$ cat src/rtl/core/pdh_pkg.sv
// pdh_pkg: shared types, codes and the opcode decoder for the decode/hazard/forward block
// no dependencies; used by the interfaces and every module under rtl/core
package pdh_pkg;

  localparam int unsigned XLEN = 32;
  localparam int unsigned RLEN = 5;
  localparam int unsigned CLEN = 3;
  localparam int unsigned SLEN = 2;

  // write classes
  localparam logic [CLEN-1:0] CLS_NONE  = 3'd0;
  localparam logic [CLEN-1:0] CLS_RTYPE = 3'd1;
  localparam logic [CLEN-1:0] CLS_IMM   = 3'd2;
  localparam logic [CLEN-1:0] CLS_LOAD  = 3'd3;
  localparam logic [CLEN-1:0] CLS_STORE = 3'd4;

  // next pc select
  localparam logic [SLEN-1:0] PC_SEQ    = 2'd0;
  localparam logic [SLEN-1:0] PC_TAKEN  = 2'd1;
  localparam logic [SLEN-1:0] PC_JUMP   = 2'd2;

  // opcodes and function codes
  localparam logic [5:0] OP_SPECIAL = 6'h00;
  localparam logic [5:0] OP_J       = 6'h02;
  localparam logic [5:0] OP_JAL     = 6'h03;
  localparam logic [5:0] OP_BEQ     = 6'h04;
  localparam logic [5:0] OP_BNE     = 6'h05;
  localparam logic [5:0] OP_ADDI    = 6'h08;
  localparam logic [5:0] OP_SLTI    = 6'h0A;
  localparam logic [5:0] OP_ANDI    = 6'h0C;
  localparam logic [5:0] OP_ORI     = 6'h0D;
  localparam logic [5:0] OP_XORI    = 6'h0E;
  localparam logic [5:0] OP_LUI     = 6'h0F;
  localparam logic [5:0] OP_LB      = 6'h20;
  localparam logic [5:0] OP_LH      = 6'h21;
  localparam logic [5:0] OP_LW      = 6'h23;
  localparam logic [5:0] OP_LBU     = 6'h24;
  localparam logic [5:0] OP_LHU     = 6'h25;
  localparam logic [5:0] OP_SB      = 6'h28;
  localparam logic [5:0] OP_SH      = 6'h29;
  localparam logic [5:0] OP_SW      = 6'h2B;
  localparam logic [5:0] FN_JR      = 6'h08;

  localparam logic [RLEN-1:0] REG_ZERO = 5'd0;

  typedef struct packed {
    logic [XLEN-1:0] instr_word;
    logic [XLEN-1:0] seq_pc;
    logic [XLEN-1:0] rf_rs_data;
    logic [XLEN-1:0] rf_rt_data;
    logic [CLEN-1:0] exmem_class;
    logic [RLEN-1:0] exmem_dest;
    logic [XLEN-1:0] exmem_result;
    logic [CLEN-1:0] memwb_class;
    logic [RLEN-1:0] memwb_dest;
    logic [XLEN-1:0] memwb_alu_result;
    logic [XLEN-1:0] memwb_load_data;
  } in_item_t;

  typedef struct packed {
    logic            stall_out;
    logic            flush_out;
    logic [SLEN-1:0] pc_select;
    logic [XLEN-1:0] pc_target;
    logic [XLEN-1:0] operand_a;
    logic [XLEN-1:0] operand_b;
    logic [XLEN-1:0] latched_instr;
    logic [CLEN-1:0] decoded_class;
    logic [XLEN-1:0] imm_extended;
    logic            target_overflow;
  } out_item_t;

  // fields of the instruction in decode
  typedef struct packed {
    logic [5:0]      op;
    logic [5:0]      fn;
    logic [RLEN-1:0] rs;
    logic [RLEN-1:0] rt;
    logic [RLEN-1:0] rd;
    logic [CLEN-1:0] cls;
    logic            br;
    logic [XLEN-1:0] sext;
  } dec_t;

  function automatic logic [CLEN-1:0] classify(input logic [5:0] op);
    logic [CLEN-1:0] c;
    unique case (op) inside
      OP_SPECIAL:                                c = CLS_RTYPE;
      OP_ADDI, OP_LUI, OP_ANDI, OP_ORI, OP_XORI, OP_SLTI: c = CLS_IMM;
      OP_LW, OP_LH, OP_LHU, OP_LB, OP_LBU:       c = CLS_LOAD;
      OP_SW, OP_SH, OP_SB:                       c = CLS_STORE;
      default:                                   c = CLS_NONE;
    endcase
    return c;
  endfunction

  function automatic dec_t decode(input logic [XLEN-1:0] ins);
    dec_t d;
    d.op   = ins[31:26];
    d.fn   = ins[5:0];
    d.rs   = ins[25:21];
    d.rt   = ins[20:16];
    d.rd   = ins[15:11];
    d.cls  = classify(ins[31:26]);
    d.br   = (ins[31:26] == OP_BEQ) || (ins[31:26] == OP_BNE);
    d.sext = {{(XLEN-16){ins[15]}}, ins[15:0]};
    return d;
  endfunction

endpackage

$ cat src/rtl/core/pdh_in_if.sv
// pdh_in_if: instruction channel into the decode/hazard/forward block
// depends on pdh_pkg
interface pdh_in_if;
  import pdh_pkg::*;

  logic            valid;
  logic            ready;
  logic [XLEN-1:0] instr_word;
  logic [XLEN-1:0] seq_pc;
  logic [XLEN-1:0] rf_rs_data;
  logic [XLEN-1:0] rf_rt_data;
  logic [CLEN-1:0] exmem_class;
  logic [RLEN-1:0] exmem_dest;
  logic [XLEN-1:0] exmem_result;
  logic [CLEN-1:0] memwb_class;
  logic [RLEN-1:0] memwb_dest;
  logic [XLEN-1:0] memwb_alu_result;
  logic [XLEN-1:0] memwb_load_data;

  modport source (
    output valid, instr_word, seq_pc, rf_rs_data, rf_rt_data, exmem_class, exmem_dest,
           exmem_result, memwb_class, memwb_dest, memwb_alu_result, memwb_load_data,
    input  ready
  );

  modport sink (
    input  valid, instr_word, seq_pc, rf_rs_data, rf_rt_data, exmem_class, exmem_dest,
           exmem_result, memwb_class, memwb_dest, memwb_alu_result, memwb_load_data,
    output ready
  );
endinterface

$ cat src/rtl/core/pdh_out_if.sv
// pdh_out_if: result channel out of the decode/hazard/forward block
// depends on pdh_pkg
interface pdh_out_if;
  import pdh_pkg::*;

  logic            valid;
  logic            ready;
  logic            stall_out;
  logic            flush_out;
  logic [SLEN-1:0] pc_select;
  logic [XLEN-1:0] pc_target;
  logic [XLEN-1:0] operand_a;
  logic [XLEN-1:0] operand_b;
  logic [XLEN-1:0] latched_instr;
  logic [CLEN-1:0] decoded_class;
  logic [XLEN-1:0] imm_extended;
  logic            target_overflow;

  modport source (
    output valid, stall_out, flush_out, pc_select, pc_target, operand_a, operand_b,
           latched_instr, decoded_class, imm_extended, target_overflow,
    input  ready
  );

  modport sink (
    input  valid, stall_out, flush_out, pc_select, pc_target, operand_a, operand_b,
           latched_instr, decoded_class, imm_extended, target_overflow,
    output ready
  );
endinterface

$ cat src/rtl/core/pdh_hazard.sv
// pdh_hazard: load-use and branch hazard detection against the previous decode
// depends on pdh_pkg; holds the class and destination of the last sent instruction
module pdh_hazard (
  input  logic                      clk,
  input  logic                      rst,
  input  logic                      advance,
  input  pdh_pkg::dec_t             dec,
  input  logic [pdh_pkg::CLEN-1:0]  exmem_class,
  input  logic [pdh_pkg::RLEN-1:0]  exmem_dest,
  output logic                      stall
);
  import pdh_pkg::*;

  logic [CLEN-1:0] prior_class;
  logic [RLEN-1:0] prior_dest;
  logic            load_use;
  logic            br_alu;
  logic            br_load;

  always_comb begin
    load_use = (prior_class == CLS_LOAD) && (prior_dest != REG_ZERO) &&
               ((prior_dest == dec.rs) || ((prior_dest == dec.rt) && (dec.cls != CLS_IMM)));
    br_alu   = dec.br && ((prior_class == CLS_RTYPE) || (prior_class == CLS_IMM)) &&
               (prior_dest != REG_ZERO) && ((prior_dest == dec.rs) || (prior_dest == dec.rt));
    br_load  = dec.br && (exmem_class == CLS_LOAD) && (exmem_dest != REG_ZERO) &&
               ((exmem_dest == dec.rs) || (exmem_dest == dec.rt));
    stall    = load_use || br_alu || br_load;
  end

  // a bubble leaves nothing behind to hazard against
  always_ff @(posedge clk) begin
    if (rst) begin
      prior_class <= CLS_NONE;
      prior_dest  <= REG_ZERO;
    end else if (advance) begin
      if (stall) begin
        prior_class <= CLS_NONE;
        prior_dest  <= REG_ZERO;
      end else begin
        prior_class <= dec.cls;
        prior_dest  <= (dec.cls == CLS_RTYPE) ? dec.rd : dec.rt;
      end
    end
  end

  a_bubble_clears: assert property (@(posedge clk) disable iff (rst)
    advance && stall |=> prior_class == CLS_NONE && prior_dest == REG_ZERO)
    else $error("prior decode not cleared after bubble");

  a_hold_when_idle: assert property (@(posedge clk) disable iff (rst)
    !advance |=> $stable(prior_class) && $stable(prior_dest))
    else $error("prior decode changed without a transaction");

  a_reset_clear: assert property (@(posedge clk)
    rst |=> prior_class == CLS_NONE && prior_dest == REG_ZERO)
    else $error("prior decode not cleared by reset");

  a_no_stall_empty: assert property (@(posedge clk) disable iff (rst)
    prior_class == CLS_NONE && !dec.br |-> !stall)
    else $error("stall raised with no hazard source");

endmodule

$ cat src/rtl/core/pdh_resolve.sv
// pdh_resolve: operand forwarding, branch and jump resolution, result assembly
// depends on pdh_pkg; purely combinational between the input and result registers
module pdh_resolve (
  input  pdh_pkg::in_item_t  item,
  input  pdh_pkg::dec_t      dec,
  input  logic               stall,
  output pdh_pkg::out_item_t res
);
  import pdh_pkg::*;

  logic [XLEN-1:0] fwd_a;
  logic [XLEN-1:0] fwd_b;
  logic [XLEN-1:0] offset;
  logic [XLEN-1:0] br_target;
  logic            overflow;
  logic            taken;

  function automatic logic [XLEN-1:0] forward(
    input logic [RLEN-1:0] r,
    input logic            br,
    input logic [XLEN-1:0] rf,
    input in_item_t        it
  );
    logic [XLEN-1:0] v;
    v = rf;
    if (br && ((it.exmem_class == CLS_RTYPE) || (it.exmem_class == CLS_IMM)) &&
        (it.exmem_dest != REG_ZERO) && (it.exmem_dest == r)) begin
      v = it.exmem_result;
    end else if ((it.memwb_dest != REG_ZERO) && (it.memwb_dest == r)) begin
      if (it.memwb_class == CLS_LOAD) begin
        v = it.memwb_load_data;
      end else if ((it.memwb_class == CLS_RTYPE) || (it.memwb_class == CLS_IMM)) begin
        v = it.memwb_alu_result;
      end
    end
    return v;
  endfunction

  always_comb begin
    fwd_a     = forward(dec.rs, dec.br, item.rf_rs_data, item);
    fwd_b     = forward(dec.rt, dec.br, item.rf_rt_data, item);
    offset    = {dec.sext[XLEN-3:0], 2'b00};
    br_target = item.seq_pc + offset;
    // overflow is flagged from the current immediate even when stalled
    overflow  = dec.br && !(item.seq_pc[XLEN-1] ^ offset[XLEN-1]) &&
                (item.seq_pc[XLEN-1] ^ br_target[XLEN-1]);
    taken     = ((dec.op == OP_BEQ) && (fwd_a == fwd_b)) ||
                ((dec.op == OP_BNE) && (fwd_a != fwd_b));

    res                 = '0;
    res.stall_out       = stall;
    res.target_overflow = overflow;
    if (!stall) begin
      res.operand_a     = fwd_a;
      res.operand_b     = fwd_b;
      res.latched_instr = item.instr_word;
      res.decoded_class = dec.cls;
      res.imm_extended  = dec.sext;
      if (taken) begin
        res.pc_select = PC_TAKEN;
        res.pc_target = br_target;
        res.flush_out = 1'b1;
      end
      if ((dec.op == OP_SPECIAL) && (dec.fn == FN_JR)) begin
        res.pc_select = PC_JUMP;
        res.pc_target = fwd_a;
        res.flush_out = 1'b1;
      end else if ((dec.op == OP_J) || (dec.op == OP_JAL)) begin
        res.pc_select = PC_JUMP;
        res.pc_target = {item.seq_pc[XLEN-1:XLEN-4], item.instr_word[25:0], 2'b00};
        res.flush_out = 1'b1;
      end
    end
  end

endmodule

$ cat src/rtl/core/pipeline_decode_hazard_forward_top.sv
// pipeline_decode_hazard_forward_top: decode stage hazard detection and operand forwarding
// depends on pdh_pkg, pdh_in_if, pdh_out_if, pdh_hazard and pdh_resolve
//
// usage:
//   din carries one instruction in decode per transaction together with its pc+4,
//   register file reads and the class, destination and results of the EX/MEM and
//   MEM/WB latches. dout returns one result per instruction: stall, flush, next-pc
//   select and target, forwarded operands, the instruction sent on (zero for a
//   bubble), its write class, sign-extended immediate and branch target overflow.
//   an accepted instruction sits in an input register, the decode, hazard and
//   forwarding logic fills the result register when the input register advances,
//   and dout.valid rises once the result register is loaded. one instruction per
//   cycle is sustained while dout does not stall; the only loop is the update of
//   the previous-decode register.
//   when dout stalls, the result register holds, the input register keeps its
//   instruction and din.ready drops once both are full; nothing is lost.
//   reset clears both registers' valid flags and the previous-decode state
//   (class none, destination zero).
module pipeline_decode_hazard_forward_top (
  input  logic clk,
  input  logic rst,
  pdh_in_if.sink    din,
  pdh_out_if.source dout
);
  import pdh_pkg::*;

  in_item_t  stage;
  logic      stage_valid;
  out_item_t result;
  logic      result_valid;
  dec_t      dec;
  logic      stall;
  logic      advance;
  out_item_t res_next;

  assign advance  = stage_valid && (!result_valid || dout.ready);
  assign din.ready = !stage_valid || advance;
  assign dec      = decode(stage.instr_word);

  always_ff @(posedge clk) begin
    if (rst) begin
      stage_valid <= 1'b0;
    end else if (din.ready) begin
      stage_valid <= din.valid;
    end
  end

  always_ff @(posedge clk) begin
    if (din.valid && din.ready) begin
      stage.instr_word       <= din.instr_word;
      stage.seq_pc           <= din.seq_pc;
      stage.rf_rs_data       <= din.rf_rs_data;
      stage.rf_rt_data       <= din.rf_rt_data;
      stage.exmem_class      <= din.exmem_class;
      stage.exmem_dest       <= din.exmem_dest;
      stage.exmem_result     <= din.exmem_result;
      stage.memwb_class      <= din.memwb_class;
      stage.memwb_dest       <= din.memwb_dest;
      stage.memwb_alu_result <= din.memwb_alu_result;
      stage.memwb_load_data  <= din.memwb_load_data;
    end
  end

  pdh_hazard u_hazard (
    .clk         (clk),
    .rst         (rst),
    .advance     (advance),
    .dec         (dec),
    .exmem_class (stage.exmem_class),
    .exmem_dest  (stage.exmem_dest),
    .stall       (stall)
  );

  pdh_resolve u_resolve (
    .item  (stage),
    .dec   (dec),
    .stall (stall),
    .res   (res_next)
  );

  always_ff @(posedge clk) begin
    if (rst) begin
      result_valid <= 1'b0;
    end else if (advance) begin
      result_valid <= 1'b1;
    end else if (dout.ready) begin
      result_valid <= 1'b0;
    end
  end

  always_ff @(posedge clk) begin
    if (advance) begin
      result <= res_next;
    end
  end

  assign dout.valid           = result_valid;
  assign dout.stall_out       = result.stall_out;
  assign dout.flush_out       = result.flush_out;
  assign dout.pc_select       = result.pc_select;
  assign dout.pc_target       = result.pc_target;
  assign dout.operand_a       = result.operand_a;
  assign dout.operand_b       = result.operand_b;
  assign dout.latched_instr   = result.latched_instr;
  assign dout.decoded_class   = result.decoded_class;
  assign dout.imm_extended    = result.imm_extended;
  assign dout.target_overflow = result.target_overflow;

  a_bubble_quiet: assert property (@(posedge clk) disable iff (rst)
    result_valid && result.stall_out |->
      result.pc_select == PC_SEQ && !result.flush_out && result.decoded_class == CLS_NONE)
    else $error("bubble carries a redirect or a class");

  a_flush_redirects: assert property (@(posedge clk) disable iff (rst)
    result_valid && result.flush_out |-> result.pc_select != PC_SEQ)
    else $error("flush without a redirect");

  a_stage_kept: assert property (@(posedge clk) disable iff (rst)
    stage_valid && !advance |=> stage_valid && $stable(stage))
    else $error("held instruction lost from input register");

  a_result_kept: assert property (@(posedge clk) disable iff (rst)
    result_valid && !dout.ready |=> result_valid && $stable(result))
    else $error("stalled result dropped or changed");

endmodule
$ cat src/flat_wrapper.sv
// flat-port wrapper written by rule: the top's interface ports become plain ports
module pipeline_decode_hazard_forward_top_flat import pdh_pkg::*;
  (clk, rst, din_valid, din_instr_word, din_seq_pc, din_rf_rs_data, din_rf_rt_data, din_exmem_class, din_exmem_dest, din_exmem_result, din_memwb_class, din_memwb_dest, din_memwb_alu_result, din_memwb_load_data, din_ready, dout_valid, dout_stall_out, dout_flush_out, dout_pc_select, dout_pc_target, dout_operand_a, dout_operand_b, dout_latched_instr, dout_decoded_class, dout_imm_extended, dout_target_overflow, dout_ready);
  pdh_in_if din_i ();
  pdh_out_if dout_i ();
  input  logic clk;
  input  logic rst;
  input wire logic [$bits(din_i.valid)-1:0] din_valid;
  input wire logic [$bits(din_i.instr_word)-1:0] din_instr_word;
  input wire logic [$bits(din_i.seq_pc)-1:0] din_seq_pc;
  input wire logic [$bits(din_i.rf_rs_data)-1:0] din_rf_rs_data;
  input wire logic [$bits(din_i.rf_rt_data)-1:0] din_rf_rt_data;
  input wire logic [$bits(din_i.exmem_class)-1:0] din_exmem_class;
  input wire logic [$bits(din_i.exmem_dest)-1:0] din_exmem_dest;
  input wire logic [$bits(din_i.exmem_result)-1:0] din_exmem_result;
  input wire logic [$bits(din_i.memwb_class)-1:0] din_memwb_class;
  input wire logic [$bits(din_i.memwb_dest)-1:0] din_memwb_dest;
  input wire logic [$bits(din_i.memwb_alu_result)-1:0] din_memwb_alu_result;
  input wire logic [$bits(din_i.memwb_load_data)-1:0] din_memwb_load_data;
  output wire logic [$bits(din_i.ready)-1:0] din_ready;
  output wire logic [$bits(dout_i.valid)-1:0] dout_valid;
  output wire logic [$bits(dout_i.stall_out)-1:0] dout_stall_out;
  output wire logic [$bits(dout_i.flush_out)-1:0] dout_flush_out;
  output wire logic [$bits(dout_i.pc_select)-1:0] dout_pc_select;
  output wire logic [$bits(dout_i.pc_target)-1:0] dout_pc_target;
  output wire logic [$bits(dout_i.operand_a)-1:0] dout_operand_a;
  output wire logic [$bits(dout_i.operand_b)-1:0] dout_operand_b;
  output wire logic [$bits(dout_i.latched_instr)-1:0] dout_latched_instr;
  output wire logic [$bits(dout_i.decoded_class)-1:0] dout_decoded_class;
  output wire logic [$bits(dout_i.imm_extended)-1:0] dout_imm_extended;
  output wire logic [$bits(dout_i.target_overflow)-1:0] dout_target_overflow;
  input wire logic [$bits(dout_i.ready)-1:0] dout_ready;
  assign din_i.valid = din_valid;
  assign din_i.instr_word = din_instr_word;
  assign din_i.seq_pc = din_seq_pc;
  assign din_i.rf_rs_data = din_rf_rs_data;
  assign din_i.rf_rt_data = din_rf_rt_data;
  assign din_i.exmem_class = din_exmem_class;
  assign din_i.exmem_dest = din_exmem_dest;
  assign din_i.exmem_result = din_exmem_result;
  assign din_i.memwb_class = din_memwb_class;
  assign din_i.memwb_dest = din_memwb_dest;
  assign din_i.memwb_alu_result = din_memwb_alu_result;
  assign din_i.memwb_load_data = din_memwb_load_data;
  assign din_ready = din_i.ready;
  assign dout_valid = dout_i.valid;
  assign dout_stall_out = dout_i.stall_out;
  assign dout_flush_out = dout_i.flush_out;
  assign dout_pc_select = dout_i.pc_select;
  assign dout_pc_target = dout_i.pc_target;
  assign dout_operand_a = dout_i.operand_a;
  assign dout_operand_b = dout_i.operand_b;
  assign dout_latched_instr = dout_i.latched_instr;
  assign dout_decoded_class = dout_i.decoded_class;
  assign dout_imm_extended = dout_i.imm_extended;
  assign dout_target_overflow = dout_i.target_overflow;
  assign dout_i.ready = dout_ready;
  pipeline_decode_hazard_forward_top u_core (.clk(clk), .rst(rst), .din(din_i), .dout(dout_i));
endmodule
$ cat config.mk
export PLATFORM = sky130hd
export DESIGN_NAME = pipeline_decode_hazard_forward_top_flat
export DESIGN_NICKNAME = d
export VERILOG_FILES = /design/src/rtl/core/pdh_pkg.sv /design/src/rtl/core/pdh_in_if.sv /design/src/rtl/core/pdh_out_if.sv /design/src/rtl/core/pdh_hazard.sv /design/src/rtl/core/pdh_resolve.sv /design/src/rtl/core/pipeline_decode_hazard_forward_top.sv /design/src/flat_wrapper.sv
export SDC_FILE = /design/constraint.sdc
export NUM_CORES = 1
export LEC_CHECK = 0
export ABC_CLOCK_PERIOD_IN_PS = 9700
export BUFFER_PORTS_ARGS = -buffer_cell sky130_fd_sc_hd__buf_2
export CAP_MARGIN = 20
export CORE_AREA = 2 2 187 189
export CTS_CLUSTER_SIZE = 30
export DETAILED_ROUTE_END_ITERATION = 16
export DIE_AREA = 0 0 189 191
export HOLD_SLACK_MARGIN = 0.12
export PLACE_DENSITY = 0.88
export REMOVE_ABC_BUFFERS = 1
export SETUP_SLACK_MARGIN = 0.1
export SKIP_CTS_REPAIR_TIMING = 1
export SYNTH_ARGS = -nofsm -noshare
export SYNTH_HDL_FRONTEND = slang
export SYNTH_SLANG_ARGS = --single-unit
$ cat constraint.sdc
create_clock -name clk -period 9.7 [get_ports clk]
set_input_delay 0.97 -clock clk [delete_from_list [all_inputs] [get_ports clk]]
set_output_delay 0.97 -clock clk [all_outputs]
set_load 0.03 [all_outputs]
Word level (Yosys, flattened, before mapping)
Cells that the tools add are included.
{"block": "totals", "register_bits": 402, "in_bits": 244, "wordCells": 131}
{"block": "classes", "addsub": 1, "eq_ne": 38, "mux": 17, "bitwise": 2, "reduce_logical": 47}
{"op": "32-bit two-way mux", "n": 8}
{"op": "35-bit two-way mux", "n": 3}
{"op": "6-bit equality test (second input constant)", "n": 8}
{"op": "6-bit by 4-bit equality test with 1-bit output (second input constant)", "n": 7}
{"op": "32-bit adder", "n": 1}
{"op": "32-bit equality test", "n": 1}
{"op": "32-bit != test", "n": 1}
{"op": "5-bit equality test", "n": 6}
{"op": "1-bit logical AND", "n": 22}
{"op": "3-bit by 2-bit equality test with 1-bit output (second input constant)", "n": 6}
{"op": "5-bit nonzero test", "n": 3}
{"op": "1-bit logical OR", "n": 13}
{"op": "3-bit by 1-bit equality test with 1-bit output (second input constant)", "n": 4}
{"op": "6-bit by 2-bit equality test with 1-bit output (second input constant)", "n": 2}
{"op": "6-bit by 3-bit equality test with 1-bit output (second input constant)", "n": 2}
{"op": "3-bit case mux with 4 select lines", "n": 1}
{"op": "5-bit two-way mux", "n": 2}
{"op": "6-bit logical NOT", "n": 1}
{"op": "3-bit OR reduction", "n": 2}
{"op": "6-bit OR reduction", "n": 1}
{"op": "5-bit OR reduction", "n": 1}
{"op": "1-bit logical NOT", "n": 3}
{"op": "3-bit two-way mux", "n": 1}
{"op": "3-bit by 2-bit != test with 1-bit output (second input constant)", "n": 1}
{"op": "3 further kinds", "n": 5}

Logic depth before layout (Yosys ltp)
{"block": "depth", "depth_word": 12, "depth_mapped": 18}

By module
A second synthesis with hierarchy kept.
{"block": "unflattened", "cells_unflattened": 1438, "hier_area_um2": 19222.2}
{"mod": "pipeline_decode_hazard_forward_top", "instances": 1, "cells_each": 430, "area_each_um2": 12424.4}
{"mod": "pdh_resolve", "instances": 1, "cells_each": 925, "area_each_um2": 6080.8}
{"mod": "pdh_hazard", "instances": 1, "cells_each": 83, "area_each_um2": 716.9}

Worst setup path after synthesis
OpenSTA, ideal clock, no wires.
{"block": "synth_timing", "kind": "in2reg", "start": "input port dout_ready", "end": "register u_core.stage (netlist bit u_core.dec[0]), enable pin", "setup_ps": 630, "arrival_time_ps": 6783, "path_slack_ps": 2287, "stages": 3, "path_buffers": 0, "cell_sequence": "nor2b_1 > nand2_1 > and2_1"}
{"block": "synth_via", "elab_chain_len": 4}
{"element": "start: declaration", "line_no": "flat_wrapper.sv:32", "text": "input wire logic [$bits(dout_i.ready)-1:0] dout_ready;"}
{"element": "1-bit logical OR", "line_no": "pipeline_decode_hazard_forward_top.sv:36", "text": "assign advance = stage_valid && (!result_valid || dout.ready);"}
{"element": "1-bit logical AND", "line_no": "pipeline_decode_hazard_forward_top.sv:36"}
{"element": "1-bit logical OR", "line_no": "pipeline_decode_hazard_forward_top.sv:37", "text": "assign din.ready = !stage_valid || advance;"}
{"element": "named net din_ready", "line_no": "flat_wrapper.sv:20", "text": "output wire logic [$bits(din_i.ready)-1:0] din_ready;"}
{"element": "1-bit logical AND", "line_no": "pipeline_decode_hazard_forward_top.sv:49", "text": "if (din.valid && din.ready) begin"}
{"element": "end: declaration", "line_no": "pipeline_decode_hazard_forward_top.sv:27", "text": "in_item_t stage;"}
The timed path passes the listed nets, and every way through them passes these cells.
A chain may end at the register's enable or synchronous reset.

Final worst setup path
{"block": "layout_timing", "start": "register u_core.stage (netlist bit u_core.dec[42])", "end": "register u_core.result (netlist bit u_core.dout.pc_target[4]) (data pin)"}
{"block": "layout_via", "elab_chain_len": 10, "word_cells_on_any_way": 24, "cone_classes": "5 x eq/ne; 5 x mux; 14 x reduce/logical"}
{"element": "5-bit equality test", "line_no": "pdh_resolve.sv:29", "text": "end else if ((it.memwb_dest != REG_ZERO) && (it.memwb_dest == r)) begin"}
{"element": "1-bit logical AND", "line_no": "pdh_resolve.sv:29"}
{"element": "32-bit two-way mux", "line_no": "pdh_resolve.sv:29"}
{"element": "32-bit two-way mux", "line_no": "pdh_resolve.sv:26", "text": "if (br && ((it.exmem_class == CLS_RTYPE) || (it.exmem_class == CLS_IMM)) &&"}
{"element": "32-bit equality test or 32-bit != test (tied branches)", "line_no": "pdh_resolve.sv:47, pdh_resolve.sv:48"}
{"element": "1-bit logical AND (on tied branches)", "line_no": "pdh_resolve.sv:47, pdh_resolve.sv:48"}
{"element": "1-bit logical OR", "line_no": "pdh_resolve.sv:47", "text": "taken = ((dec.op == OP_BEQ) && (fwd_a == fwd_b)) ||"}
{"element": "35-bit two-way mux", "line_no": "pdh_resolve.sv:59", "text": "if (taken) begin"}
{"element": "35-bit two-way mux", "line_no": "pdh_resolve.sv:68", "text": "end else if ((dec.op == OP_J) || (dec.op == OP_JAL)) begin"}
{"element": "35-bit two-way mux", "line_no": "pdh_resolve.sv:64", "text": "if ((dec.op == OP_SPECIAL) && (dec.fn == FN_JR)) begin"}
{"element": "end signal: assignment", "line_no": "pipeline_decode_hazard_forward_top.sv:93", "text": "result <= res_next;"}
{"element": "end: declaration", "line_no": "pipeline_decode_hazard_forward_top.sv:29", "text": "out_item_t result;"}
Several ways; a longest one is shown, not always the timed one.

==> results.sh <==
export IMPL_synth_seq_cells=386
export IMPL_required_ns=10.06
export IMPL_end_kind="flop"
export IMPL_antenna_found_initial=4
export IMPL_layout_drive_gt1_share=0.2678
export IMPL_setup_viol=0
export IMPL_final_setup_worst_slack_ns=3.375
export IMPL_start_kind="flop"
export IMPL_use_met3=0.05306
export IMPL_grt_pass1_wl_um=83170
export IMPL_finish_utilization=0.6456
export IMPL_ys_top_cells_by_area="edfxtp_1, nor2_1, a21oi_1"
export IMPL_synth_top_family_by_area="compound AO/OA/AOI/OAI gates"
export IMPL_cts_sinks=386
export IMPL_synthSimpleGateAreaFrac=0.1018
export IMPL_synth_top_cell_area_share=0.6123
export IMPL_synthArstFlopShare=0
export IMPL_num_io_pins=414
export IMPL_synth_top_area_cell="edfxtp_1"
export IMPL_grt_busiest_layer="met2"
export IMPL_gp_congestion=0.8996
export IMPL_clk_latency_ns=0.56
export IMPL_drcViolationCount=0
export IMPL_ys_seq_area_frac=0.6232
export IMPL_synthCells=1552
export IMPL_whs_ns=0.5194
export IMPL_grt_use_met2=0.5101
export IMPL_grt_max_degree=184
export IMPL_min_period_ns=6.325
export IMPL_min_path_type="reg2reg"
export IMPL_rows=68
export IMPL_synth_compound_area_frac=0.1563
export IMPL_dieArea_um2=36100
export IMPL_ant_nets=0
export IMPL_worstSetupPathType="reg2reg"
export IMPL_cts_buffer_depth=3
export IMPL_syn_area_um2=18440
export IMPL_period_share=0.6521
export IMPL_grt_pass1_vias=14310
export IMPL_dp_slack_ns=3.489
export IMPL_grt_overflow=0
export IMPL_fin_skew_ns=0.01290
export IMPL_wire_per_inst_um=23.40
export IMPL_synth_edf_count=376
export IMPL_critPathArrivalTime_ns=6.69
export IMPL_vias=14550
export IMPL_avgSynthCellArea_um2=11.88
export IMPL_drt_total_wl_um=56050
export IMPL_tns_ns=0
export IMPL_die_h_um=191
export IMPL_post_dp_hpwl_um=39710
export IMPL_path_clk_slew_ns=0.06
export IMPL_p_leak_nw=8.553
export IMPL_fin_nets=2177
export IMPL_cts_root_buf="clkbuf_16"
export IMPL_hold_violations=0
export IMPL_drt_iter0_markers=1553
export IMPL_rsz0062_at_grt="false"
export IMPL_core_um2=34120
export IMPL_fmax_mhz=158.1
export IMPL_drtPass1Iterations=8
export IMPL_irDropWorstVdd_uv=143.5
export IMPL_synthMuxAreaShare=0.01147
export IMPL_critPathMaxFanout=47
export IMPL_relSlewSlack=0.2130
export IMPL_start_util=0.5405
export IMPL_cts_tree="yes"
export IMPL_synth_main_ff_cell="edfxtp_1"
export IMPL_grtUsageTotal=0.3059
export IMPL_cts_inserted_buffers=41
export IMPL_htreeDepth=2
export IMPL_die_w_um=189
export IMPL_synth_xor_area_frac=0.04275
export IMPL_power_density_nw_per_um2=185.0
export IMPL_synth_cell_types=67
export IMPL_yosys_warnings=0
export IMPL_use_met1=0.3907
export IMPL_status="finished, final reports clean"
export IMPL_worstMarginPinSlew_ns=1.180
export IMPL_areaGrowthSynthToFinish_pct=19.45
export IMPL_io_buffers=413
export IMPL_viasPerCell=6.074
export IMPL_cap_violations=0
export IMPL_maxSlewViolCount=0
export IMPL_synthAdderAreaFrac=0.02131
==> state kept, by name, summed over array words and instances (netlist names) <==
signal                       count
u_core.u_hazard.prior_class      3
u_core.dec                      32
u_core.dout.valid                1
u_core.dout.stall_out            1
u_core.stage                   208
u_core.dout.pc_select            2
u_core.dout.target_overflow      1
u_core.dout.flush_out            1
u_core.stage_valid               1
u_core.dout.operand_b           32
u_core.dout.latched_instr       32
u_core.dout.operand_a           32
u_core.u_hazard.prior_dest       5
u_core.dout.pc_target           32
u_core.dout.decoded_class        3
==> per-layer routing <==
metal / up-vias / share of wire
li1: 6542 / -
met1: 6988 / 0.39
met2: 870 / 0.48
met3: 148 / 0.086
met4: 0 / 0.045
met5: - / 0
==> power breakdown <==
group / total, W / switching [W] / internal, W
Clock: 0.00157 / 0.000653 / 0.000918
Sequential: 0.00200 / 0.0000581 / 0.00194
Combinational: 0.000508 / 0.000322 / 0.000186
==> stage by stage <==
stage               cell area, µm²  std cells  power (W)
finish                       22030       2395   0.004076
floorplan                    17820       1427   0.002346
detailed placement           20660       2314   0.002527
CTS                          22000       2388   0.004084
global route                 22020       2391   0.004191
global placement             20660       2314   0.002513
==> Yosys cell counts (9+ instances only) <==
master / instances
a21oi_1: 152
o21bai_1: 9
clkbuf_1: 67
edfxtp_1: 376
a22oi_1: 17
o221ai_1: 21
o21ai_0: 19
nand2b_1: 38
xor2_1: 33
buf_1: 10
buf_2: 12
nand4_1: 10
nor3_1: 23
nand2_1: 38
o22a_1: 20
nand3_1: 20
inv_1: 46
o22ai_1: 110
ha_1: 29
a21o_1: 16
buf_4: 36
dfxtp_1: 10
xnor2_1: 57
nor2_1: 236
mux2i_1: 20
a221o_1: 17
==> critical path, cell delays in order (launching register included) <==
cell and delay, ns:
edfxtp_1 0.52, xor2_1 0.21, nor3_1 0.31, nand2_1 0.63
nor2_4 0.75, buf_4 0.56, a221o_1 0.25, a22oi_1 0.06
or4_1 0.54, nor3_1 0.19, or3b_1 0.43, a221oi_2 0.36
xnor2_1 0.15, buf_4 0.25, nand2_1 0.53, o22ai_1 0.35
==> layout make-up <==
type / count / area [µm²]
Multi-Input combinational cell: 994 / 6197
Antenna cell: 6 / 15.01
Inverter: 47 / 181.4
Tap cell: 455 / 569.3
Clock buffer: 50 / 1102
Fill cell: 2569 / 12090
Clock inverter: 24 / 236.5
Sequential cell: 386 / 11490
Timing Repair Buffer: 433 / 2233
==> logic make-up (layout without fill, tap and decap cells) <==
group	count (synthesis)	in the layout
AO/OA/AOI/OAI	439	439
XOR/XNOR	90	90
adder cells (fa/ha/maj)	31	31
buffers and inverters	172	554
flip-flops	386	386
multiplexers	21	21
other	0	6
AND/OR/NAND/NOR	413	413
==> final timing paths <==
path	from	cells after the start	slack, ns	to
worst max-delay path	u_core.dec[42]$_DFFE_PP_	15	3.37	u_core.dout.pc_target[4]$_SDFFCE_PP0P_
worst min-delay path	u_core.u_hazard.prior_class[2]$_SDFFE_PP0P_	2	0.52	u_core.u_hazard.prior_class[2]$_SDFFE_PP0P_
worst max register to register	u_core.dec[42]$_DFFE_PP_	15	3.37	u_core.dout.pc_target[4]$_SDFFCE_PP0P_
worst min register to register	u_core.u_hazard.prior_class[2]$_SDFFE_PP0P_	2	0.52	u_core.u_hazard.prior_class[2]$_SDFFE_PP0P_
==> placed cells by master (no fill, tap or decap), types with 7 or more instances in the layout <==
cell       count
nand2_1       37
nor4_1         7
clkbuf_16     43
a31oi_1        7
o21ai_0       19
nor2_1       236
edfxtp_1     376
o22a_1        20
dfxtp_1       10
o221ai_1      21
inv_1         45
a221o_1       17
a221oi_1       7
clkbuf_1       7
buf_2        413
clkinv_1       7
nand4_1       10
xor2_1        33
o22ai_1      110
xnor2_1       56
ha_1          29
nor3_1        21
a21oi_1      152
buf_4         18
a22oi_1       17
a21o_1        16
nand2b_1      38
mux2i_1       20
o21bai_1       9
nand3_1       20
(Power assumes the default switching activity.)
